File: config.mk
export PLATFORM = sky130hd
export DESIGN_NAME = ga_parent_selection
export DESIGN_NICKNAME = d
export VERILOG_FILES = /design/src/hw/rtl/gps_pkg.sv /design/src/hw/rtl/gps_ram.sv /design/src/hw/rtl/gps_roulette.sv /design/src/hw/rtl/gps_tournament.sv /design/src/hw/rtl/ga_parent_selection.sv
export SDC_FILE = /design/constraint.sdc
export NUM_CORES = 2
export LEC_CHECK = 0
export BUFFER_PORTS_ARGS = -buffer_cell sky130_fd_sc_hd__buf_2
export CAP_MARGIN = 20
export CORE_MARGIN = 8
export CORE_UTILIZATION = 61
export CTS_CLUSTER_SIZE = 28
export DETAILED_ROUTE_END_ITERATION = 6
export PLACE_DENSITY = 0.74
export SETUP_SLACK_MARGIN = 0.3
export SYNTH_ARGS = -nofsm -noshare
export SYNTH_HDL_FRONTEND = slang
export SYNTH_HIERARCHICAL = 1
export SYNTH_SLANG_ARGS = --single-unit
File: constraint.sdc
create_clock -name clock -period 15.14 [get_ports clock]
set_input_delay 1.514 -clock clock [delete_from_list [all_inputs] [get_ports clock]]
set_output_delay 1.514 -clock clock [all_outputs]
set_load 0.005 [all_outputs]
File: src/hw/rtl/gps_pkg.sv
// Package for the GA parent selection block.
// Field widths, operation and register codes, and the result struct.
// No dependencies.
package gps_pkg;

   localparam int POP_MAX_DEF  = 64;
   localparam int FIT_BITS     = 32;
   localparam int RAND_BITS    = 16;
   localparam int IDX_BITS     = 6;
   localparam int POPCFG_BITS  = 7;
   localparam int TSIZE_BITS   = 5;
   localparam int TCNT_BITS    = 4;
   localparam int TSIZE_MAX    = 16;
   localparam int CSR_W        = 7;
   localparam int CSR_IDX_BITS = 1;

   localparam logic [1:0] OP_LOAD     = 2'd0;
   localparam logic [1:0] OP_ROULETTE = 2'd1;
   localparam logic [1:0] OP_TOURN    = 2'd2;

   localparam logic [CSR_IDX_BITS-1:0] CSR_POP_COUNT = 1'b0;
   localparam logic [CSR_IDX_BITS-1:0] CSR_TSIZE     = 1'b1;

   localparam logic KIND_ROULETTE = 1'b0;
   localparam logic KIND_TOURN    = 1'b1;

   localparam logic [POPCFG_BITS-1:0] POP_COUNT_RST = 7'd64;
   localparam logic [TSIZE_BITS-1:0]  TSIZE_RST     = 5'd2;

   typedef struct packed {
      logic                valid;
      logic [IDX_BITS-1:0] index;
   } sel_type;

endpackage

File: src/hw/rtl/gps_ram.sv
// Generic single-write, single-read RAM with registered read data.
// Depends on nothing.
module gps_ram #(
   parameter int WIDTH = 32,
   parameter int DEPTH = 64
) (
   input  logic                     clock,
   input  logic                     wr_en,
   input  logic [$clog2(DEPTH)-1:0] wr_addr,
   input  logic [WIDTH-1:0]         wr_data,
   input  logic [$clog2(DEPTH)-1:0] rd_addr,
   output logic [WIDTH-1:0]         rd_data
);

   logic [WIDTH-1:0] mem_ff [DEPTH];
   logic [WIDTH-1:0] rd_data_ff;

   always_ff @(posedge clock) begin
      if (wr_en) begin
         mem_ff[wr_addr] <= wr_data;
      end
      rd_data_ff <= mem_ff[rd_addr];
   end

   assign rd_data = rd_data_ff;

endmodule

File: src/hw/rtl/gps_roulette.sv
// Roulette wheel draw: sequencer, shared accumulator, multiplier and scan compare.
// Depends on gps_pkg; reads the fitness RAM through its read port.
module gps_roulette
   import gps_pkg::*;
#(
   parameter int POP_MAX = POP_MAX_DEF
) (
   input  logic                       clock,
   input  logic                       reset,
   input  logic                       start,
   input  logic [POPCFG_BITS-1:0]     pop_count,
   input  logic [RAND_BITS-1:0]       random_fraction,
   input  logic [FIT_BITS-1:0]        rd_data,
   output logic [$clog2(POP_MAX)-1:0] rd_addr,
   output logic                       busy,
   output sel_type                    result
);

   localparam int AW     = $clog2(POP_MAX);
   localparam int CNT_W  = $clog2(POP_MAX + 1);
   localparam int WW     = (CNT_W > POPCFG_BITS) ? CNT_W : POPCFG_BITS;
   localparam int SUM_W  = FIT_BITS + CNT_W;
   localparam int PROD_W = SUM_W + RAND_BITS;

   localparam logic [1:0] S_IDLE = 2'd0;
   localparam logic [1:0] S_SUM  = 2'd1;
   localparam logic [1:0] S_MUL  = 2'd2;
   localparam logic [1:0] S_SCAN = 2'd3;

   logic [1:0]           state_ff, state_in;
   logic [CNT_W-1:0]     cnt_ff, cnt_in;
   logic [CNT_W-1:0]     n_ff, n_in;
   logic                 rdv_ff, rdv_in;
   logic [AW-1:0]        didx_ff, didx_in;
   logic [SUM_W-1:0]     acc_ff, acc_in;
   logic [SUM_W-1:0]     total_ff, total_in;
   logic [RAND_BITS-1:0] frac_ff, frac_in;
   logic [PROD_W-1:0]    ptr_ff, ptr_in;

   logic [WW-1:0]        pop_w;
   logic [WW-1:0]        n_eff;
   logic                 issue;
   logic [SUM_W-1:0]     sum;
   logic                 hit;
   logic                 last;

   assign pop_w = WW'(pop_count);
   assign n_eff = (pop_w == WW'(0)) ? WW'(1) :
                  (pop_w > WW'(POP_MAX)) ? WW'(POP_MAX) : pop_w;

   assign issue   = ((state_ff == S_SUM) || (state_ff == S_SCAN)) && (cnt_ff < n_ff);
   assign rd_addr = cnt_ff[AW-1:0];
   assign sum     = acc_ff + (rdv_ff ? SUM_W'(rd_data) : SUM_W'(0));
   assign hit     = {sum, RAND_BITS'(0)} >= ptr_ff;
   assign last    = CNT_W'(didx_ff) == (n_ff - CNT_W'(1));
   assign busy    = state_ff != S_IDLE;

   always_comb begin
      state_in     = state_ff;
      cnt_in       = cnt_ff;
      n_in         = n_ff;
      rdv_in       = rdv_ff;
      didx_in      = didx_ff;
      acc_in       = acc_ff;
      total_in     = total_ff;
      frac_in      = frac_ff;
      ptr_in       = ptr_ff;
      result.valid = 1'b0;
      result.index = IDX_BITS'(didx_ff);
      case (state_ff)
         S_IDLE: begin
            if (start) begin
               n_in     = CNT_W'(n_eff);
               frac_in  = random_fraction;
               cnt_in   = '0;
               rdv_in   = 1'b0;
               acc_in   = '0;
               state_in = S_SUM;
            end
         end
         S_SUM: begin
            acc_in  = sum;
            rdv_in  = issue;
            didx_in = cnt_ff[AW-1:0];
            if (issue) begin
               cnt_in = cnt_ff + CNT_W'(1);
            end
            if (cnt_ff == n_ff) begin
               total_in = sum;
               acc_in   = '0;
               cnt_in   = '0;
               rdv_in   = 1'b0;
               state_in = S_MUL;
            end
         end
         S_MUL: begin
            ptr_in   = PROD_W'(total_ff) * PROD_W'(frac_ff);
            state_in = S_SCAN;
         end
         S_SCAN: begin
            acc_in  = sum;
            rdv_in  = issue;
            didx_in = cnt_ff[AW-1:0];
            if (issue) begin
               cnt_in = cnt_ff + CNT_W'(1);
            end
            if (rdv_ff && (hit || last)) begin
               result.valid = 1'b1;
               state_in     = S_IDLE;
            end
         end
         default: begin
            state_in = S_IDLE;
         end
      endcase
   end

   always_ff @(posedge clock) begin
      if (reset) begin
         state_ff <= S_IDLE;
         cnt_ff   <= '0;
         rdv_ff   <= 1'b0;
      end else begin
         state_ff <= state_in;
         cnt_ff   <= cnt_in;
         rdv_ff   <= rdv_in;
      end
      n_ff     <= n_in;
      didx_ff  <= didx_in;
      acc_ff   <= acc_in;
      total_ff <= total_in;
      frac_ff  <= frac_in;
      ptr_ff   <= ptr_in;
   end

endmodule

File: src/hw/rtl/gps_tournament.sv
// Tournament selection: running best challenger and challenger count.
// Depends on gps_pkg; takes read data from the fitness RAM.
module gps_tournament
   import gps_pkg::*;
#(
   parameter int POP_MAX = POP_MAX_DEF
) (
   input  logic                  clock,
   input  logic                  reset,
   input  logic                  start,
   input  logic [IDX_BITS-1:0]   entry_index,
   input  logic [TSIZE_BITS-1:0] tournament_size,
   input  logic [FIT_BITS-1:0]   rd_data,
   output logic                  busy,
   output sel_type               result
);

   logic                  pend_ff;
   logic [IDX_BITS-1:0]   idx_ff;
   logic                  oob_ff;
   logic [TCNT_BITS-1:0]  cnt_ff, cnt_in;
   logic [FIT_BITS-1:0]   best_fit_ff, best_fit_in;
   logic [IDX_BITS-1:0]   best_idx_ff, best_idx_in;
   logic                  best_vld_ff, best_vld_in;

   logic [FIT_BITS-1:0]   fit;
   logic                  new_best;
   logic [TSIZE_BITS-1:0] tsize_eff;
   logic                  done;
   logic [IDX_BITS-1:0]   win_idx;

   assign fit       = oob_ff ? '0 : rd_data;
   assign new_best  = !best_vld_ff || (fit > best_fit_ff);
   assign win_idx   = new_best ? idx_ff : best_idx_ff;
   assign tsize_eff = (tournament_size == '0) ? TSIZE_BITS'(1) :
                      (tournament_size > TSIZE_BITS'(TSIZE_MAX)) ? TSIZE_BITS'(TSIZE_MAX) :
                      tournament_size;
   assign done      = (TSIZE_BITS'(cnt_ff) + TSIZE_BITS'(1)) >= tsize_eff;
   assign busy      = pend_ff;

   always_comb begin
      cnt_in       = cnt_ff;
      best_fit_in  = best_fit_ff;
      best_idx_in  = best_idx_ff;
      best_vld_in  = best_vld_ff;
      result.valid = 1'b0;
      result.index = win_idx;
      if (pend_ff) begin
         if (done) begin
            result.valid = 1'b1;
            cnt_in       = '0;
            best_fit_in  = '0;
            best_idx_in  = '0;
            best_vld_in  = 1'b0;
         end else begin
            cnt_in      = cnt_ff + TCNT_BITS'(1);
            best_fit_in = new_best ? fit : best_fit_ff;
            best_idx_in = win_idx;
            best_vld_in = 1'b1;
         end
      end
   end

   always_ff @(posedge clock) begin
      if (reset) begin
         pend_ff     <= 1'b0;
         cnt_ff      <= '0;
         best_fit_ff <= '0;
         best_idx_ff <= '0;
         best_vld_ff <= 1'b0;
      end else begin
         pend_ff     <= start;
         cnt_ff      <= cnt_in;
         best_fit_ff <= best_fit_in;
         best_idx_ff <= best_idx_in;
         best_vld_ff <= best_vld_in;
      end
      if (start) begin
         idx_ff <= entry_index;
         oob_ff <= 32'(entry_index) >= 32'(POP_MAX);
      end
   end

endmodule

File: src/hw/rtl/ga_parent_selection.sv
// Top level of the GA parent selection block.
// Depends on gps_pkg, gps_ram, gps_roulette and gps_tournament.
//
// Usage:
//   A command transfers at a rising edge with start high and busy low.
//   req_operation selects: load fitness (req_entry_index, req_fitness_value),
//   roulette draw (req_random_fraction) or tournament challenger
//   (req_entry_index). Other codes are dropped.
//   A load completes in the cycle of its transfer and gives no result.
//   A tournament challenger holds busy for one cycle; when it closes a
//   tournament the winner passes the RAM read and response registers.
//   A roulette draw holds busy while it totals the first n entries, n being
//   the clamped pop_count, through the shared adder, takes a multiply
//   step, then scans the entries through the same adder until a hit or entry n,
//   one RAM read per cycle. The result is registered as busy falls.
//   Each result sits on the rsp_ ports for one cycle with rsp_valid high;
//   the receiver cannot stall it. csr_ writes take effect at once;
//   the user makes them only while the block is idle; the block does not
//   enforce this. Reset sets pop_count to 64, tournament_size to 2 and
//   clears the tournament; fitness entries are undefined until loaded.
module ga_parent_selection
   import gps_pkg::*;
#(
   parameter int POP_MAX = POP_MAX_DEF
) (
   input  logic                    clock,
   input  logic                    reset,
   input  logic                    start,
   output logic                    busy,
   input  logic [1:0]              req_operation,
   input  logic [IDX_BITS-1:0]     req_entry_index,
   input  logic [FIT_BITS-1:0]     req_fitness_value,
   input  logic [RAND_BITS-1:0]    req_random_fraction,
   output logic                    rsp_valid,
   output logic [IDX_BITS-1:0]     rsp_selected_index,
   output logic                    rsp_selection_kind,
   input  logic                    csr_write_enable,
   input  logic [CSR_IDX_BITS-1:0] csr_index,
   input  logic [CSR_W-1:0]        csr_wdata
);

   localparam int AW = $clog2(POP_MAX);

   logic [POPCFG_BITS-1:0] pop_count_ff;
   logic [TSIZE_BITS-1:0]  tsize_ff;
   logic                   rsp_valid_ff, rsp_valid_in;
   logic [IDX_BITS-1:0]    rsp_index_ff, rsp_index_in;
   logic                   rsp_kind_ff, rsp_kind_in;

   logic                   accept;
   logic                   wr_en;
   logic [AW-1:0]          rd_addr;
   logic [AW-1:0]          rl_addr;
   logic [FIT_BITS-1:0]    rd_data;
   logic                   rl_busy;
   logic                   tn_busy;
   sel_type                rl_result;
   sel_type                tn_result;

   assign accept = start && !busy;
   assign busy   = rl_busy || tn_busy;
   assign wr_en  = accept && (req_operation == OP_LOAD) &&
                   (32'(req_entry_index) < 32'(POP_MAX));
   assign rd_addr = rl_busy ? rl_addr : AW'(req_entry_index);

   gps_ram #(
      .WIDTH(FIT_BITS),
      .DEPTH(POP_MAX)
   ) u_fit_ram (
      .clock  (clock),
      .wr_en  (wr_en),
      .wr_addr(AW'(req_entry_index)),
      .wr_data(req_fitness_value),
      .rd_addr(rd_addr),
      .rd_data(rd_data)
   );

   gps_roulette #(
      .POP_MAX(POP_MAX)
   ) u_roulette (
      .clock          (clock),
      .reset          (reset),
      .start          (accept && (req_operation == OP_ROULETTE)),
      .pop_count      (pop_count_ff),
      .random_fraction(req_random_fraction),
      .rd_data        (rd_data),
      .rd_addr        (rl_addr),
      .busy           (rl_busy),
      .result         (rl_result)
   );

   gps_tournament #(
      .POP_MAX(POP_MAX)
   ) u_tournament (
      .clock          (clock),
      .reset          (reset),
      .start          (accept && (req_operation == OP_TOURN)),
      .entry_index    (req_entry_index),
      .tournament_size(tsize_ff),
      .rd_data        (rd_data),
      .busy           (tn_busy),
      .result         (tn_result)
   );

   always_comb begin
      rsp_valid_in = rl_result.valid || tn_result.valid;
      rsp_index_in = rl_result.valid ? rl_result.index : tn_result.index;
      rsp_kind_in  = rl_result.valid ? KIND_ROULETTE : KIND_TOURN;
   end

   always_ff @(posedge clock) begin
      if (reset) begin
         pop_count_ff <= POP_COUNT_RST;
         tsize_ff     <= TSIZE_RST;
         rsp_valid_ff <= 1'b0;
      end else begin
         rsp_valid_ff <= rsp_valid_in;
         if (csr_write_enable) begin
            case (csr_index)
               CSR_POP_COUNT: pop_count_ff <= csr_wdata[POPCFG_BITS-1:0];
               CSR_TSIZE:     tsize_ff     <= csr_wdata[TSIZE_BITS-1:0];
               default: begin
               end
            endcase
         end
      end
      rsp_index_ff <= rsp_index_in;
      rsp_kind_ff  <= rsp_kind_in;
   end

   assign rsp_valid          = rsp_valid_ff;
   assign rsp_selected_index = rsp_index_ff;
   assign rsp_selection_kind = rsp_kind_ff;

endmodule
==> results.json <==
{
  "outcome": "complete, no violations",
  "setup_viol": 0,
  "grt_use_total_pct": 28.3,
  "die_w_um": 444,
  "layout.nets": 7821,
  "area_growth_pct": 9.67,
  "core_area_mm2": 0.182,
  "worstReg2RegEnd": "u_roulette/ptr_ff[48]",
  "cpPeakStageDelay_ns": 0.94,
  "multiInputGateArea_mm2": 0.0392,
  "grt_pass1_vias": 63989,
  "synth.distinct_cells": 91,
  "cts_tree": "done",
  "grt_max_degree": 107,
  "ys.flop_type": "edfxtp_1",
  "grt_setup_unrepaired": "no",
  "synth_commonest_cells": "edfxtp_1 (2216), inv_1 (700), nand2_1 (565)",
  "ys_warn_count": 6,
  "drive_gt1_share_pct": 16.8,
  "setup_tns_ns": 0,
  "worst_pin_slew_ns": 1.21,
  "critPathMaxFanout": 16,
  "synth_edf_count": 2216,
  "cts_hold_buf": 0,
  "synth_top_area_share_pct": 59.7,
  "cts_buffers": 216,
  "vias": 61516,
  "cts_htree_levels": 4,
  "hp-start": "u_tournament/best_idx_ff[4]",
  "dp_cells": 9143,
  "crit_top_cell": "fa_1",
  "diodes": 0,
  "r2r_slack_ns": 7.78,
  "grt_pass1_wl_um": 415000,
  "min_path_type": "reg -> reg",
  "hold_violations": 0,
  "power.leakage_nw": 43.5,
  "cts_sinks": 2322,
  "n_fill_cell": 11903,
  "clk_pin_slew_ns": 0.07,
  "clockBufferDepth": 3,
  "min_period_over_period_pct": 48.6,
  "syn_inst": 6885,
  "synthTopCellsByArea": "edfxtp_1 (60%), mux4_2 (11%), fa_1 (9.3%)",
  "start_util_pct": 61.2,
  "num_io_pins": 77,
  "syn_area_mm2": 0.112,
  "synth.most_common_cell": "edfxtp_1",
  "critPathTopFamily": "adder cells",
  "cp.depth": 21,
  "yosysTopAreaCell": "edfxtp_1",
  "drv_slew": 0,
  "drt_iter0_drc": 7211,
  "ys_seq_area_share_pct": 61.6,
  "hpwlAfterDp_um": 164000,
  "portBuffers": 76,
  "cts_setup_buffers": 0,
  "syn-num-nets": 7719,
  "maxSlewHeadroom_pct": 19.2,
  "ctsResizeCount": 0,
  "fin_cells": 9546,
  "worstPathArrival_ns": 7.90,
  "power_density_mw_per_mm2": 178,
  "critical_path.cell_chain": "nand2_1, fa_1, inv_1, fa_1, inv_1, fa_1, inv_1, fa_1, fa_1, inv_1, fa_1, inv_1, ha_1, a21oi_1, nand2_1, a2111oi_1, nor3_1, or2_1, o21ai_1, o31ai_1, xor2_1",
  "place.gp.congestion": 0.898,
  "path_class": "reg -> reg",
  "crit_path_start": "u_roulette/total_ff[7]",
  "start_kind": "flip-flop",
  "drv_cap": 0,
  "drt_wl_total_um": 279000,
  "cp.required_ns": 15.68,
  "die-area_mm2": 0.197,
  "dr.pass1.iters": 6,
  "worst_path_max_delay_cell": "a2111oi_1",
  "holdWs_ns": 0.450,
  "seqCellArea_mm2": 0.0687,
  "drc": 0,
  "ctsRootBufferMaster": "clkbuf_16",
  "ys_ff_latch": 2322,
  "fmax_mhz": 136,
  "skew_ns": 0.0752,
  "peakVddDrop_uv": 215,
  "endpoint_kind": "flip-flop",
  "avgRoutedWirePerCell_um": 29.2,
  "drt-vias-per-instance": 6.44,
  "period_minus_slack_ns": 7.36,
  "die_y_um": 444,
  "row_count": 157,
  "r2r.worst_path.cells": 21,
  "insertion_delay_ns": 0.87,
  "async_reset_ff_share_pct": 0,
  "worst-path-buf-inv": 5,
  "crit_path_end": "u_roulette/ptr_ff[48]",
  "antenna_found_initial": 11,
  "grt-ovfl-total": 0,
  "avgSynthCellArea_um2": 16.2,
  "postRouteAntennaNets": 0,
  "crit-reg2reg-launch": "u_roulette/total_ff[7]"
}
-- routing by layer --
layer | wire length [um] | global-route usage [%]
met1 | 101000 | 37.7
met2 | 137000 | 46.9
met3 | 29000 | 5.88
met4 | 11600 | 10.4
met5 | 52 | 0
-- state kept, by name (all words and copies together) (netlist names), 4 cells and up --
name,flops
u_roulette/total_ff,39
u_roulette/ptr_ff,55
u_tournament/cnt_ff,4
u_tournament/idx_ff,6
u_fit_ram/rd_data,32
u_roulette/didx_ff,6
tsize_ff,5
u_roulette/acc_ff,39
pop_count_ff,7
u_tournament/best_fit_ff,32
u_roulette/cnt_ff,7
u_tournament/best_idx_ff,6
rsp_selected_index,6
u_roulette/n_ff,7
u_roulette/frac_ff,16
u_fit_ram/mem_ff,2048
-- cell type report --
cell class	instances	share of cell area, %
multi-input cells	3510	32.1
well taps	2385	2.44
inverters	701	2.15
repair buffers	236	1.45
flip-flops and latches	2322	56.1
clock inverters	130	1.13
clock buffers	262	4.63
-- report_power, final --
part / internal, mW / switching [mW]
registers: 7.47 / 0.106
clock network: 3.04 / 2.38
logic: 3.37 / 5.41
total: 13.9 / 7.89
-- metrics by stage --
step / cell area, um2 / worst slack [ns] / total power [mW] / utilization [%]
2_1_floorplan: 112000 / 8.77 / 13.7 / -
3_3_place_gp: 115000 / 7.89 / 16.3 / 63.1
3_5_place_dp: 115000 / 7.83 / 16.3 / 63.1
4_1_cts: 122000 / 7.80 / 21.8 / 67.0
5_1_grt: 122000 / 7.47 / 22.9 / 67.1
6_report: 122000 / 7.78 / 21.8 / 67.1
-- cells by family (layout without fill, tap and decap cells) --
group                    Yosys count  in the layout  synth area share, %
AND/OR/NAND/NOR                 1327           1327                 5.73
flip-flops                      2322           2322                 61.6
buffers and inverters           1053           1329                 3.79
XOR/XNOR                         101            101                0.793
adder cells (fa/ha/maj)          766            766                 12.1
multiplexers                     700            700                 12.4
AO/OA/AOI/OAI                    616            616                 3.64
-- worst min path at each step --
| stage | slack (ns) | endpoint | cells past startpoint |
|---|---|---|---|
| 2_1_floorplan | 0.43 | u_tournament/best_idx_ff[4] | 2 |
| 3_3_place_gp | 0.43 | u_tournament/best_idx_ff[4] | 2 |
| 3_5_place_dp | 0.44 | u_tournament/best_idx_ff[4] | 2 |
| 4_1_cts | 0.45 | u_tournament/best_idx_ff[4] | 2 |
| 5_1_grt | 0.48 | u_tournament/best_fit_ff[0] | 2 |
| 6_report | 0.45 | u_tournament/best_idx_ff[4] | 2 |
-- cell usage in the layout (no fill, tap or decap), types with 22 or more instances in the layout --
| master | instances |
|---|---|
| nor2_4 | 64 |
| clkinv_1 | 52 |
| nand4_1 | 40 |
| clkbuf_1 | 41 |
| buf_2 | 76 |
| o22ai_1 | 94 |
| nor2b_1 | 41 |
| o221ai_1 | 28 |
| mux4_2 | 544 |
| xnor2_1 | 59 |
| clkinv_2 | 30 |
| nor2_1 | 152 |
| bufinv_16 | 22 |
| a21oi_1 | 186 |
| o21ai_0 | 48 |
| and2_1 | 273 |
| edfxtp_1 | 2216 |
| mux2i_1 | 137 |
| clkbuf_16 | 219 |
| dfxtp_1 | 106 |
| ha_1 | 248 |
| o211ai_1 | 42 |
| fa_1 | 517 |
| buf_4 | 144 |
| nand2b_1 | 40 |
| a21o_1 | 66 |
| inv_1 | 700 |
| nand3_1 | 37 |
| nor3_1 | 29 |
| nand2_1 | 565 |
| and3_1 | 24 |
| xor2_1 | 42 |
-- tightest hold or removal path, cell delays in order, from the launching register on --
cell and delay (ns):
dfxtp_1 0.31, inv_1 0.05, o22ai_1 0.05
No activity file was read; power rests on OpenSTA's default activity.
